`config.mk`:
```
export PLATFORM = sky130hd
export DESIGN_NAME = utf8_stream_decoder
export DESIGN_NICKNAME = d
export VERILOG_FILES = /design/src/design/u8d_pkg.sv /design/src/design/u8d_step.sv /design/src/design/utf8_stream_decoder.sv
export SDC_FILE = /design/constraint.sdc
export NUM_CORES = 1
export LEC_CHECK = 0
export BUFFER_PORTS_ARGS = -buffer_cell sky130_fd_sc_hd__buf_2
export CORE_UTILIZATION = 51
export CTS_BUF_LIST = sky130_fd_sc_hd__clkbuf_8
export DETAILED_ROUTE_END_ITERATION = 8
export HOLD_SLACK_MARGIN = 0.12
export PLACE_DENSITY = 0.78
export SLEW_MARGIN = 20
export SYNTH_ARGS = -nofsm -noshare
export SYNTH_HDL_FRONTEND = slang
export SYNTH_SLANG_ARGS = --single-unit
```
`constraint.sdc`:
```
create_clock -name i_clk -period 2.99 [get_ports i_clk]
set_clock_uncertainty 0.2 [all_clocks]
set_input_delay 0.1495 -clock i_clk [delete_from_list [all_inputs] [get_ports i_clk]]
set_output_delay 0.1495 -clock i_clk [all_outputs]
set_load 0.05 [all_outputs]
```
`src/design/u8d_pkg.sv`:
```
`default_nettype none
// ----------------------------------------------------------------------------
// u8d_pkg
// Shared types and constants of the UTF-8 stream decoder.
// ----------------------------------------------------------------------------
package u8d_pkg;

    localparam int unsigned BYTE_W   = 8;
    localparam int unsigned CP_W     = 21;
    localparam int unsigned STATUS_W = 2;
    localparam int unsigned REM_W    = 2;
    localparam int unsigned PAYLOAD_W = 6;

    typedef enum logic [STATUS_W-1:0] {
        ST_OK       = 2'd0,
        ST_BAD_LEAD = 2'd1,
        ST_TRUNC    = 2'd2
    } t_status;

    typedef struct packed {
        logic [CP_W-1:0]  acc;
        logic [REM_W-1:0] rem;
        logic             halted;
    } t_state;

    typedef struct packed {
        logic             emit;
        logic [CP_W-1:0]  code_point;
        t_status          status;
        logic             buffer_end;
    } t_result;

endpackage : u8d_pkg
`default_nettype wire

```
`src/design/u8d_step.sv`:
```
`default_nettype none
// ----------------------------------------------------------------------------
// u8d_step
// Combinational decode of one byte against the current decoder state.
// ----------------------------------------------------------------------------
module u8d_step (
    input  wire u8d_pkg::t_state              i_state,
    input  wire logic [u8d_pkg::BYTE_W-1:0]   i_byte_in,
    input  wire logic                         i_buffer_last,
    output u8d_pkg::t_state                   o_state,
    output u8d_pkg::t_result                  o_result
);
    import u8d_pkg::*;

    logic [CP_W-1:0]  shifted;
    logic [REM_W-1:0] rem_dec;
    logic             lead_open;

    assign shifted = {i_state.acc[CP_W-PAYLOAD_W-1:0], i_byte_in[PAYLOAD_W-1:0]};
    assign rem_dec = i_state.rem - REM_W'(1);

    always_comb begin
        o_state             = i_state;
        o_result.emit       = 1'b0;
        o_result.code_point = '0;
        o_result.status     = ST_OK;
        o_result.buffer_end = i_buffer_last;
        lead_open           = 1'b0;

        if (i_state.halted) begin
            // Bytes after a bad lead are dropped until the buffer ends.
            if (i_buffer_last) begin
                o_state = '0;
            end
        end else if (i_state.rem != '0) begin
            if (rem_dec == '0) begin
                o_state             = '0;
                o_result.emit       = 1'b1;
                o_result.code_point = shifted;
            end else if (i_buffer_last) begin
                o_state             = '0;
                o_result.emit       = 1'b1;
                o_result.status     = ST_TRUNC;
            end else begin
                o_state.acc = shifted;
                o_state.rem = rem_dec;
            end
        end else begin
            unique casez (i_byte_in)
                8'b0???_????: begin
                    o_result.emit       = 1'b1;
                    o_result.code_point = CP_W'(i_byte_in);
                end
                8'b110?_????: begin
                    o_state.acc = CP_W'(i_byte_in[4:0]);
                    o_state.rem = REM_W'(1);
                    lead_open   = 1'b1;
                end
                8'b1110_????: begin
                    o_state.acc = CP_W'(i_byte_in[3:0]);
                    o_state.rem = REM_W'(2);
                    lead_open   = 1'b1;
                end
                8'b1111_0???: begin
                    o_state.acc = CP_W'(i_byte_in[2:0]);
                    o_state.rem = REM_W'(3);
                    lead_open   = 1'b1;
                end
                default: begin
                    o_state             = '0;
                    o_state.halted      = ~i_buffer_last;
                    o_result.emit       = 1'b1;
                    o_result.status     = ST_BAD_LEAD;
                end
            endcase

            // A multi-byte lead on the buffer's last byte can never complete.
            if (lead_open && i_buffer_last) begin
                o_state             = '0;
                o_result.emit       = 1'b1;
                o_result.status     = ST_TRUNC;
            end
        end
    end

endmodule : u8d_step
`default_nettype wire

```
`src/design/utf8_stream_decoder.sv`:
```
`default_nettype none
// ----------------------------------------------------------------------------
// utf8_stream_decoder
// Decodes a UTF-8 byte stream, one byte per item, into 21-bit code points.
// ----------------------------------------------------------------------------
// Input channel: one raw byte per item with a flag on the last byte of a buffer.
// Output channel: a code point with a status (ok, invalid lead, truncated) and a
// flag telling that the item was caused by the buffer's last byte.
// Path: an accepted byte is held in the input register, decoded, and its result
// is written to the output register once it is free. Throughput is one byte per
// cycle unless a result waits behind a held one; the only work per byte is the
// lead-byte decode and a six-bit shift of the accumulator.
// Bytes that produce no result (lead and middle bytes of a sequence, bytes
// dropped after an invalid lead) pass the output register without using it.
// Reset clears the decoder state and both valid flags. When the receiver
// stalls, the held result stays put, the input register keeps draining bytes
// that produce no result, and input ready drops only once a byte that needs
// the output register is waiting behind the held result.
// ----------------------------------------------------------------------------
module utf8_stream_decoder (
    input  wire logic                           i_clk,
    input  wire logic                           i_rst_n,
    input  wire logic                           i_in_valid,
    output logic                                o_in_ready,
    input  wire logic [u8d_pkg::BYTE_W-1:0]     i_byte_in,
    input  wire logic                           i_buffer_last,
    output logic                                o_out_valid,
    input  wire logic                           i_out_ready,
    output logic [u8d_pkg::CP_W-1:0]            o_code_point,
    output logic [u8d_pkg::STATUS_W-1:0]        o_status,
    output logic                                o_buffer_end
);
    import u8d_pkg::*;

    logic                r_in_valid;
    logic [BYTE_W-1:0]   r_byte;
    logic                r_last;
    t_state              r_state;
    t_state              n_state;
    t_result             step_res;
    logic                r_out_valid;
    logic [CP_W-1:0]     r_cp;
    t_status             r_status;
    logic                r_bend;
    logic                out_free;
    logic                s1_adv;

    u8d_step u_step (
        .i_state       (r_state),
        .i_byte_in     (r_byte),
        .i_buffer_last (r_last),
        .o_state       (n_state),
        .o_result      (step_res)
    );

    assign out_free   = ~r_out_valid | i_out_ready;
    assign s1_adv     = r_in_valid & (~step_res.emit | out_free);
    assign o_in_ready = ~r_in_valid | s1_adv;

    always_ff @(posedge i_clk) begin
        if (!i_rst_n) begin
            r_in_valid  <= 1'b0;
            r_state     <= '0;
            r_out_valid <= 1'b0;
        end else begin
            if (o_in_ready) begin
                r_in_valid <= i_in_valid;
            end
            if (s1_adv) begin
                r_state <= n_state;
            end
            if (s1_adv && step_res.emit) begin
                r_out_valid <= 1'b1;
            end else if (i_out_ready) begin
                r_out_valid <= 1'b0;
            end
        end
    end

    always_ff @(posedge i_clk) begin
        if (o_in_ready && i_in_valid) begin
            r_byte <= i_byte_in;
            r_last <= i_buffer_last;
        end
        if (s1_adv && step_res.emit) begin
            r_cp     <= step_res.code_point;
            r_status <= step_res.status;
            r_bend   <= step_res.buffer_end;
        end
    end

    assign o_out_valid  = r_out_valid;
    assign o_code_point = r_cp;
    assign o_status     = r_status;
    assign o_buffer_end = r_bend;

    // Any error result carries a zero code point.
    a_err_zero_cp: assert property (@(posedge i_clk) disable iff (!i_rst_n)
        (r_out_valid && r_status != ST_OK) |-> (r_cp == '0))
        else $error("error result with nonzero code point");

    // A truncated sequence is only reported on the buffer's last byte.
    a_trunc_at_end: assert property (@(posedge i_clk) disable iff (!i_rst_n)
        (r_out_valid && r_status == ST_TRUNC) |-> r_bend)
        else $error("truncation reported away from buffer end");

    // Every buffer end leaves the decoder at its reset state.
    a_end_clears: assert property (@(posedge i_clk) disable iff (!i_rst_n)
        (s1_adv && r_last) |=> (r_state == '0))
        else $error("state not cleared at buffer end");

    // While halted no sequence may be open.
    a_halt_no_seq: assert property (@(posedge i_clk) disable iff (!i_rst_n)
        r_state.halted |-> (r_state.rem == '0 && r_state.acc == '0))
        else $error("sequence open while halted");

endmodule : utf8_stream_decoder
`default_nettype wire
```
* Yosys cells after proc, flatten, opt, wreduce, memory -nomap -nowiden
Index checks and enable logic that the tools add are counted. Widths: inputs -> output; s select.
Storage, ports and cells: output and inout port bits 26, register bits after elaboration 53, logic and storage cells 59, input port bits 13
Operators by class: reduce and logical (&&, ||, !) cells 9, muxes and demuxes 25, add/subtract/negate cells 1, bitwise gates (word level) 9, eq/ne operators 5
Operator list (number):
- $mux 18 | 5
- $pmux 17 s4 | 1
- $mux 24 | 2
- $mux 21 | 1
- $mux 17 | 1
- $mux 1 | 11
- $mux 7 | 1
- $mux 2 | 3
- $eq 5x5->1 const B | 1
- $not 1->1 | 5
- $eq 4x4->1 const B | 1
- $ne 4x2->1 const B | 1
- $reduce_bool 2->1 | 2
- $reduce_or 4->1 | 1
- $eq 3x3->1 const B | 1
- $logic_and 1x1->1 | 3
- $or 1x1->1 | 3
- $reduce_and 3->1 | 1
- $reduce_or 3->1 | 1
- $logic_not 2->1 | 1
- $ne 2x2->1 const B | 1
- $sub 2x1->2 const B | 1
- $and 1x1->1 | 1

* Logic depth before layout (Yosys ltp)
Gate-level depths: netlist of run 1.
depth in word-level cells 14, depth in mapped cells 9, mapped depth without buffers 7

* Hierarchy
A second synthesis of run 1 with hierarchy kept.
Second synthesis, totals: cell total of the unflattened synthesis 273, area, all modules 2832.7 sq um
Modules (own cells, without submodules):
- utf8_stream_decoder | sequential area each 1511.4 sq um, times used 1, area each 2070.7 sq um, cells each 149
- u8d_step | sequential area each 0.0 sq um, times used 1, area each 762.0 sq um, cells each 124

* Least setup slack after synthesis of run 1
OpenSTA, ideal clock, no wires.
kind register to register, start register r_state[1] (netlist bit), end register r_bend (netlist: o_buffer_end) (enable), clock period less this slack 2914 ps, cell stages (with the launch flop) 9, data required time 2382 ps, path buffers 2, library setup time 408 ps, path slack 76 ps, data arrival time 2307 ps, cells stage by stage dfxtp_1 > inv_1 > ha_1 > buf_6 > or2_1 > clkbuf_1 > nor2b_1 > o21ai_0 > nor2b_1
On the way: cells in the longest elaborated chain, start to end 9, elaborated cells on any way between the ends 10
Ends and longest elaborated chain:
- start, declared | line utf8_stream_decoder.sv:38 | t_state r_state;
- start signal, assigned | line utf8_stream_decoder.sv:70 | r_state <= n_state;
- $sub 2x1->2 | line u8d_step.sv:20 | assign rem_dec = i_state.rem - REM_W'(1);
- $logic_not 2->1 | line u8d_step.sv:36 | if (rem_dec == '0) begin
- $mux 1 | line u8d_step.sv:36
- $mux 24 * | line u8d_step.sv:35 | end else if (i_state.rem != '0) begin
- $mux 24 * | line u8d_step.sv:30 | if (i_state.halted) begin
- $not 1->1 | line utf8_stream_decoder.sv:57 | assign s1_adv = r_in_valid & (~step_res.emit | out_free);
- $or 1x1->1 | line utf8_stream_decoder.sv:57
- $and 1x1->1 | line utf8_stream_decoder.sv:57
- $logic_and 1x1->1 * | line utf8_stream_decoder.sv:85 | if (s1_adv && step_res.emit) begin
- end signal, assigned | line utf8_stream_decoder.sv:88 | r_bend <= step_res.buffer_end;
- end, declared | line utf8_stream_decoder.sv:44 | logic r_bend;
Mark *: on every way between the ends. The rest lies on a longest branch, timed or not. A chain may end at the register's enable or synchronous reset.

* Worst setup path in the final report of run 1
start register r_state[1] (netlist bit), end register r_in_valid
On the way: cells in the longest elaborated chain, start to end 9, elaborated cells on any way between the ends 10
Ends and longest elaborated chain:
- $sub 2x1->2 | line u8d_step.sv:20
- $logic_not 2->1 | line u8d_step.sv:36
- $mux 1 | line u8d_step.sv:36
- $mux 24 * | line u8d_step.sv:35
- $mux 24 * | line u8d_step.sv:30
- $not 1->1 * | line utf8_stream_decoder.sv:57
- $or 1x1->1 * | line utf8_stream_decoder.sv:57
- $and 1x1->1 * | line utf8_stream_decoder.sv:57
- $or 1x1->1 * | line utf8_stream_decoder.sv:58 | assign o_in_ready = ~r_in_valid | s1_adv;
- end signal, assigned | line utf8_stream_decoder.sv:67 | r_in_valid <= i_in_valid;
- end, declared | line utf8_stream_decoder.sv:35 | logic r_in_valid;
Marked as above.

==> summary.md, run 1 <==
| Metric | Value |
|---|---|
| Max_cap viols | `0` |
| Register Area | `1390 um^2` |
| Fill cell total of the finished layout | `285` |
| Hold path depth | `1` |
| Top cell type's share of synthesized area | `47.5%` |
| Die Ht | `66.0 um` |
| Avg Inst Size Synth | `13.3 um^2` |
| Critical Path Start | `r_state[1]$_SDFFE_PN0P_` |
| # IOs | `39` |
| Routed Wire Length | `3630 um` |
| Reg2reg path depth | `8` |
| Chip width | `66.0 um` |
| Final ANT Viol Nets | `0` |
| Flop and latch count out of synthesis | `53` |
| Fraction of layout instances using a drive strength above 1 | `27.1%` |
| Mapped Nets | `172` |
| Core box area | `3800 um^2` |
| Worst hold path startpoint | `r_state[15]$_SDFFE_PN0P_` |
| Hold slack | `278 ps` |
| First-pass GRT wire length | `6130 um` |
| Cell area after synthesis | `2090 um^2` |
| Area of the multi-input gates | `642 um^2` |
| Vias/cell | `5.42` |
| CP Cell Sequence | `inv_1, ha_1, nor3_2, or3_4, nor2_1, nand2_1, a21boi_0, dlygate4sd3_1` |
| DIE AREA | `4350 um^2` |
| Post-Syn Instances | `157` |
| Area Overhead vs Synth | `21.9%` |
| Drc violations | `0` |
| EDFF count, synth | `33` |
| PD cells | `541 nW/um^2` |
| Outcome | `completed` |
| WP data arrival | `2470 ps` |
| Worst endpoint required time | `3050 ps` |
| # diodes | `0` |
| Static Leak | `0.993 nW` |
| Clock-pin slew on the worst setup and hold paths | `90 ps` |
| FFs w/ async S/R, synth | `0%` |
| Setup bufs post-CTS | `0` |
| Initial DRC count | `73` |
| Fmax | `415 MHz` |
| Largest net degree at the start of global routing | `25` |
| Post-place instance area | `2320 um^2` |
| Top cells by area, synth | `edfxtp_1 (47%), dfxtp_1 (19%), and2_1 (5.4%)` |
| Slew Limit Fails | `0` |
| Finished Cell Area | `2540 um^2` |
| Ys Warns | `0` |
| Buf+Inv Stages, Crit Path | `2` |
| Nets | `228` |
| Post-DP HPWL | `2520 um` |
| CTS Buffer Depth | `2` |
| Routability cong. | `0.888` |
| Final hold violation count | `0` |
| RSZ-0062 raised after global routing | `no` |
| Crit share post-route | `80.7%` |
| Endpoint class of the critical path | `register` |
| Setup TNS | `0 ps` |
| Maximum fanout along the worst path | `8` |
| Top Family by Delay on Critical Path | `simple AND/OR/NAND/NOR gates` |
| Wire length per cell | `13.8 um` |
| Final Setup Violations | `0` |
| Row cnt | `22` |
| Tightest Hold Check Type | `reg -> reg` |
| Clock Sinks | `53` |
| Rel. slew slack | `54.2%` |
| Setup Crit Path Kind | `reg -> reg` |
| Sequential-to-total area share from yosys stat | `66.7%` |
| RR Startpoint | `r_state[1]$_SDFFE_PN0P_` |
| Slowest stage delay, CP | `560 ps` |
| Most frequent cells after synthesis | `edfxtp_1 (33), dfxtp_1 (20), and2_1 (18)` |
| Tmin final | `2410 ps` |
| Initial antenna violation count | `0` |
| Total grt overflow | `0` |
| VDD IR max | `0.367 mV` |
| Yosys top cell by area | `edfxtp_1` |
| Setup slack, reg-to-reg | `580 ps` |
| Total CTS buffers | `5` |
| Buffers on Ports | `38` |
| Vias post-DR | `1420` |
| Initial Util | `54.9%` |
| Vias in the first global route | `1389` |
| 1st-pass router iterations | `4` |
| H-tree depth | `2` |
| Critical path destination | `r_in_valid$_SDFFE_PN0P_` |
| WP depth | `8` |
| Main synth FF type | `edfxtp_1` |
| Total GRT Usage | `19.1%` |
| CTS tree | `done` |
| Slew @ Worst Pin | `685 ps` |
| Clk root buf | `clkbuf_8` |
| Most frequent cell after synthesis | `edfxtp_1` |
| Worst-Skew Late Latency | `310 ps` |
| Worst Setup Start Kind | `register` |
| Synth cell types | `36` |
| Worst r2r dst | `r_in_valid$_SDFFE_PN0P_` |
| Crit-path slowest cell | `dlygate4sd3_1` |
[cell type report]
type / instances / share of cell area, %
inverters: 5 / 0.738
well taps: 48 / 2.36
clock inverters: 3 / 0.787
multi-input cells: 94 / 25.2
clock buffers: 5 / 2.71
flip-flops and latches: 53 / 54.7
repair buffers: 54 / 13.5
[cells by family after synthesis]
family	after synthesis	share of synthesized area, %
AND/OR/NAND/NOR	58	16.4
flip-flops	53	66.7
AO/OA/AOI/OAI	34	13.1
buffers and inverters	10	2.70
adder cells (fa/ha/maj)	2	1.20
[worst min path at each step]
stage / end
after detailed placement: r_byte[7]$_DFFE_PP_
after global placement: r_byte[5]$_DFFE_PP_
after CTS: r_state[15]$_SDFFE_PN0P_
after floorplan: r_byte[0]$_DFFE_PP_
after global routing: r_state[15]$_SDFFE_PN0P_
final: r_state[15]$_SDFFE_PN0P_
[power by group]
part           switching [W]  internal [W]  total, W  leakage, nW
registers          0.0000157      0.000804  0.000820        0.478
clock network       0.000231      0.000167  0.000398       0.0489
logic               0.000107     0.0000502  0.000157        0.466
[metal layers]
layer | routed length (um) | part of all wire, % | vias up | track usage, %
met4 | 96 | 2.6 | 0 | 11.7
met2 | 1780 | 49 | 55 | 32.7
met1 | 1540 | 42 | 664 | 21.1
met3 | 211 | 5.8 | 14 | 5.17
met5 | 0 | 0 | - | 0
li1 | - | - | 687 | -
[what timing repair did]
action	in CTS	in global routing
endpoints found under the hold margin	13	0
gates resized for setup	0	0
hold buffers	13	0
[flip-flops by register name, summed over array words and instances (netlist names)]
| signal | count |
|---|---|
| r_byte | 8 |
| r_in_valid | 1 |
| o_status | 2 |
| r_last | 1 |
| o_out_valid | 1 |
| r_state | 18 |
| o_code_point | 21 |
| o_buffer_end | 1 |
[layout by cell type (no fill, tap or decap), types with 2 or more instances in the layout]
cell type | synthesis | layout
nand2_1 | 7 | 7
nor3b_1 | 2 | 2
a21oi_1 | 7 | 7
clkbuf_8 | 0 | 5
dlygate4sd3_1 | 0 | 13
ha_1 | 2 | 2
buf_2 | 0 | 38
o2bb2ai_1 | 3 | 3
dfxtp_1 | 20 | 20
nand2b_1 | 5 | 5
buf_4 | 0 | 3
nor2b_1 | 5 | 4
a22o_1 | 10 | 10
inv_1 | 5 | 5
nor2_1 | 8 | 8
o21ai_0 | 3 | 3
nand3_1 | 4 | 4
edfxtp_1 | 33 | 33
a32o_1 | 2 | 2
and2_1 | 18 | 18
a21boi_0 | 2 | 2
[per-stage QoR]
stage / std cells / power, W / utilization [%] / worst slack, ps
finish: 262 / 0.00138 / 67.0 / 578
CTS: 262 / 0.00139 / 67.0 / 589
global placement: 241 / 0.000976 / 61.2 / 806
detailed placement: 241 / 0.000981 / 61.2 / 687
floorplan: 157 / 0.000945 / - / 75.5
global route: 262 / 0.00143 / 67.0 / 459
Note: power is estimated with default switching activity, not from simulation.
==> run 2: changes to the inputs <==
- CORE_UTILIZATION: 51 -> 57
- PLACE_DENSITY: 0.78 -> 0.83
- clock period: 2.99 -> 2.39 ns (I/O delays scaled with it)
==> run 2 against run 1 <==
Register-to-register slack lost 340 ps. Worst setup slack lost 440 ps. Critical path depth is the same. Die area shrank 10%. Final cell count grew 2.3%. Utilization grew 10 points. Combinational power grew 37%. Via count grew 0.49%. Critical endpoint is now o_in_ready. Highest routed layer unchanged. Flip-flop and latch count is the same. Total power grew 32%. Non-clock buffer count grew 7.
==> summary.md, run 2 (synthesized netlist as in run 1, its figures left out) <==
| Metric | Value |
|---|---|
| Sw Share | `23.8%` |
| Finished Cell Area | `2630 um^2` |
| Row cnt | `21` |
| DIE AREA | `3910 um^2` |
| Initial antenna violation count | `0` |
| Routed Wire Length | `3920 um` |
| Routability cong. | `0.827` |
| Worst endpoint required time | `2070 ps` |
| Reg2reg path depth | `8` |
| Tightest Hold Check Type | `reg -> reg` |
| Wire length per cell | `14.6 um` |
| Slew Limit Fails | `0` |
| Psw | `0.000433 W` |
| Hold path depth | `1` |
| H-tree depth | `2` |
| Vias in the first global route | `1417` |
| Largest register FFs | `21` |
| Setup bufs post-CTS | `0` |
| Vias/cell | `5.32` |
| Buffers on Ports | `38` |
| Largest net degree at the start of global routing | `25` |
| Die Ht | `62.5 um` |
| Worst-Skew Late Latency | `300 ps` |
| Rel. slew slack | `65.9%` |
| Outcome | `completed` |
| Max_cap viols | `0` |
| Initial Util | `61.1%` |
| Most frequent cells in the layout | `buf_2 (38), edfxtp_1 (33), dfxtp_1 (20)` |
| 1st-pass router iterations | `4` |
| First-pass GRT wire length | `6250 um` |
| CTS tree | `done` |
| Static Leak | `1.05 nW` |
| Slew @ Worst Pin | `508 ps` |
| Total grt overflow | `0` |
| Total GRT Usage | `21.2%` |
| Fraction of layout instances using a drive strength above 1 | `29.7%` |
| Post-place instance area | `2390 um^2` |
| Clk root buf | `clkbuf_8` |
| Tmin final | `2250 ps` |
| Internal power | `0.00139 W` |
| Final hold violation count | `0` |
| Fmax | `444 MHz` |
| PD cells | `691 nW/um^2` |
| Hold slack | `278 ps` |
| Total CTS buffers | `5` |
| Worst Setup Start Kind | `register` |
| Area Overhead vs Synth | `26.1%` |
| Maximum fanout along the worst path | `6` |
| Clock Sinks | `53` |
| Total power | `0.00182 W` |
| Combinational share of power | `11.8%` |
| CTS Buffer Depth | `2` |
| Nets | `236` |
| # IOs | `39` |
| Initial DRC count | `78` |
| Core box area | `3420 um^2` |
| Vias post-DR | `1427` |
| RSZ-0062 raised after global routing | `no` |
| Chip width | `62.5 um` |
| # diodes | `0` |
| Clock power frac | `32.1%` |
| Drc violations | `0` |
| Setup TNS | `0 ps` |
| Clock-pin slew on the worst setup and hold paths | `90 ps` |
| Final ANT Viol Nets | `0` |
| Setup Crit Path Kind | `reg -> out` |
| Crit share post-route | `94.2%` |
| Final Setup Violations | `0` |
| Most common cell after layout, fill and taps aside | `buf_2` |
| Post-DP HPWL | `2680 um` |
| WP data arrival | `1930 ps` |
| VDD IR max | `0.525 mV` |
| Fill cell total of the finished layout | `218` |
| Endpoint class of the critical path | `output pin` |
| Flop pwr share | `56.1%` |
run 2: path summary, 6_finish.rpt:
check                                start                       end  slack, ps
setup / recovery   r_state[1]$_SDFFE_PN0P_                o_in_ready        140
hold / removal    r_state[17]$_SDFFE_PN0P_  r_state[17]$_SDFFE_PN0P_        280
setup reg to reg   r_state[1]$_SDFFE_PN0P_   r_state[2]$_SDFFE_PN0P_        240
hold reg to reg   r_state[17]$_SDFFE_PN0P_  r_state[17]$_SDFFE_PN0P_        280
run 2: layout make-up:
| cell class | instances | area [um^2] | area share (%) |
|---|---|---|---|
| flip-flops and latches | 53 | 1390 | 52.9 |
| multi-input cells | 95 | 661 | 25.1 |
| repair buffers | 61 | 393 | 14.9 |
| clock buffers | 5 | 68.8 | 2.61 |
| well taps | 46 | 57.6 | 2.19 |
| clock inverters | 3 | 42.5 | 1.62 |
| inverters | 5 | 18.8 | 0.713 |
run 2: power groups by stage:
stage | clock network (W) | registers, W | logic (W)
floorplan | 0 | 0.00111 | 0.0000714
global placement | 0 | 0.00104 | 0.000194
detailed placement | 0 | 0.00104 | 0.000196
CTS | 0.000594 | 0.00102 | 0.000211
global route | 0.000624 | 0.00102 | 0.000229
finish | 0.000584 | 0.00102 | 0.000215
run 2: routing by layer:
metal / share of wire, % / global-route usage [%] / vias to the layer above
li1: - / - / 704
met1: 43 / 25.5 / 662
met2: 50 / 35.9 / 53
met3: 5.9 / 5.66 / 8
met4: 1.8 / 9.01 / 0
met5: 0 / 0 / -
run 2: through the flow:
step                worst slack [ps]  std cells  utilization, %
floorplan                        125        157               -
global placement                 161        247            69.9
detailed placement              57.1        247            69.9
CTS                             55.2        267            76.7
global route                    3.86        268            77.1
finish                           139        268            77.1
run 2: what timing repair did:
action	4_1_cts	5_1_grt
setup endpoints to repair	0	24
resized for setup	0	2
endpoints found under the hold margin	13	0
hold buffers	12	0
run 2: worst max-delay path, stage by stage, from the launching register on:
cell and delay (ps):
dfxtp_1 350, inv_1 80, ha_1 180, buf_4 150, nor3_2 40, or3_4 370
nor2_1 160, nand2_1 80, buf_2 220
==> run 3: changes to the inputs <==
- CORE_UTILIZATION: 57 -> 25
- PLACE_DENSITY: 0.83 -> 0.43
==> run 3 against run 2 <==
Utilization fell by 43 points. Sequential share of layout area fell by 1.7 points. Count of clock-buffer cells in the layout did not move. Cell area rose by 3.2%. Sequential power barely moved. Via count fell by 2.1%. Largest power group unchanged. First-iteration DRC count fell by 35%. Routed wire length rose by 6.5%. Largest cell class unchanged. Worst hold slack got worse by 7.2 ps. Critical path depth did not move. Global-route usage fell by 11 points. Die area rose by 120%.
==> summary.md, run 3 (synthesized netlist as in run 1, its figures left out) <==
| Metric | Value |
|---|---|
| Endpoint class of the critical path | `output pin` |
| Initial antenna violation count | `0` |
| Routability cong. | `0.799` |
| Fraction of layout instances using a drive strength above 1 | `30.9%` |
| Initial Util | `26.5%` |
| WP data arrival | `1930 ps` |
| Slew Limit Fails | `0` |
| Reg2reg path depth | `8` |
| Chip width | `93.4 um` |
| Setup bufs post-CTS | `0` |
| Rel. slew slack | `64.4%` |
| Final Setup Violations | `0` |
| Clock-pin slew on the worst setup and hold paths | `90 ps` |
| Clock Sinks | `53` |
| # diodes | `0` |
| CTS Buffer Depth | `2` |
| PD cells | `674 nW/um^2` |
| 1st-pass router iterations | `4` |
| RSZ-0062 raised after global routing | `no` |
| Initial DRC count | `51` |
| Critical Path Start | `r_state[1]$_SDFFE_PN0P_` |
| Total CTS buffers | `5` |
| VDD IR max | `0.354 mV` |
| Hold slack | `271 ps` |
| Maximum fanout along the worst path | `5` |
| Core box area | `7890 um^2` |
| Worst endpoint required time | `2070 ps` |
| Drc violations | `0` |
| Row cnt | `32` |
| Worst r2r dst | `r_state[2]$_SDFFE_PN0P_` |
| Setup TNS | `0 ps` |
| Setup slack, reg-to-reg | `220 ps` |
| Static Leak | `1.06 nW` |
| Clk root buf | `clkbuf_8` |
| Nets | `237` |
| Most common cell after layout, fill and taps aside | `buf_2` |
| Routed Wire Length | `4170 um` |
| Fill cell total of the finished layout | `782` |
| Largest net degree at the start of global routing | `17` |
| Tmin final | `2250 ps` |
| Area Overhead vs Synth | `30.2%` |
| Final Util | `34.5%` |
| Tightest Hold Check Type | `reg -> reg` |
| DIE AREA | `8720 um^2` |
| Vias post-DR | `1397` |
| Total GRT Usage | `10.6%` |
| Fmax | `444 MHz` |
| Vias/cell | `4.30` |
| # IOs | `39` |
| First-pass GRT wire length | `6970 um` |
| Post-DP HPWL | `2860 um` |
| Max_cap viols | `0` |
| Worst-Skew Late Latency | `290 ps` |
| Worst Setup Start Kind | `register` |
| Wire length per cell | `12.8 um` |
| Slew @ Worst Pin | `530 ps` |
| Vias in the first global route | `1412` |
| Die Ht | `93.4 um` |
| Area of the multi-input gates | `666 um^2` |
| Critical path destination | `o_in_ready` |
| Crit share post-route | `94.2%` |
| CTS tree | `done` |
| Largest register FFs | `21` |
| Total grt overflow | `0` |
| Final hold violation count | `0` |
| Register Area | `1390 um^2` |
| Most frequent cells in the layout | `buf_2 (37), edfxtp_1 (33), dfxtp_1 (20)` |
| Final ANT Viol Nets | `0` |
| Setup Crit Path Kind | `reg -> out` |
| H-tree depth | `2` |
| Total power | `0.00183 W` |
| RR Startpoint | `r_state[1]$_SDFFE_PN0P_` |
| Outcome | `completed` |
| Buffers on Ports | `38` |
## run 3: how the worst min path moves through the flow
stage / cells past startpoint / to / from
CTS: 1 / r_state[12]$_SDFFE_PN0P_ / r_state[12]$_SDFFE_PN0P_
global placement: 1 / r_byte[6]$_DFFE_PP_ / i_byte_in[6]
floorplan: 0 / r_byte[0]$_DFFE_PP_ / i_byte_in[0]
finish: 1 / r_state[16]$_SDFFE_PN0P_ / r_state[16]$_SDFFE_PN0P_
detailed placement: 1 / r_byte[4]$_DFFE_PP_ / i_byte_in[4]
global route: 1 / r_state[12]$_SDFFE_PN0P_ / r_state[12]$_SDFFE_PN0P_
## run 3: repair_timing
| item | 4_1_cts | 5_1_grt |
|---|---|---|
| setup endpoints to repair | 24 | 13 |
| gates cloned | 1 | 0 |
| resized for setup | 2 | 3 |
| hold buffers | 12 | 0 |
| hold endpoints to repair | 13 | 0 |
## run 3: critical path: stages, from the launching register on
cell and delay, ps:
dfxtp_1 350, inv_1 90, ha_2 200, buf_4 150, nor3_2 50, or3_4 370, nor2_2 140, nand2_1 70
clkbuf_4 220
## run 3: layout make-up
| type | count | area share (%) |
|---|---|---|
| clock inverter | 3 | 1.57 |
| inverter | 5 | 0.691 |
| clock buffer | 5 | 2.53 |
| timing repair buffer | 62 | 14.8 |
| multi-input combinational | 95 | 24.5 |
| sequential | 53 | 51.2 |
| tap | 102 | 4.70 |
## run 3: metrics by stage
step	std cells	cell area, um^2	worst slack (ps)
after floorplan	157	2090	125
final	325	2720	140
after global placement	304	2460	42.6
after global routing	325	2720	5.84
after detailed placement	304	2460	-2.41
after CTS	325	2710	84.3
## run 3: layer usage
layer	part of all wire (%)	wire length (um)	global-route usage (%)	vias to the layer above
li1	-	-	-	708
met1	48	2010	13.7	644
met2	46	1920	17.3	41
met3	4.6	194	2.68	4
met4	1.2	51	3.46	0
met5	0	0	0	-
## run 3: report_power, final
part	switching, W	total (W)	internal (W)
Sequential	0.0000141	0.00102	0.00101
Combinational	0.000147	0.000219	0.0000720
Clock	0.000282	0.000592	0.000310
Total	0.000443	0.00183	0.00139
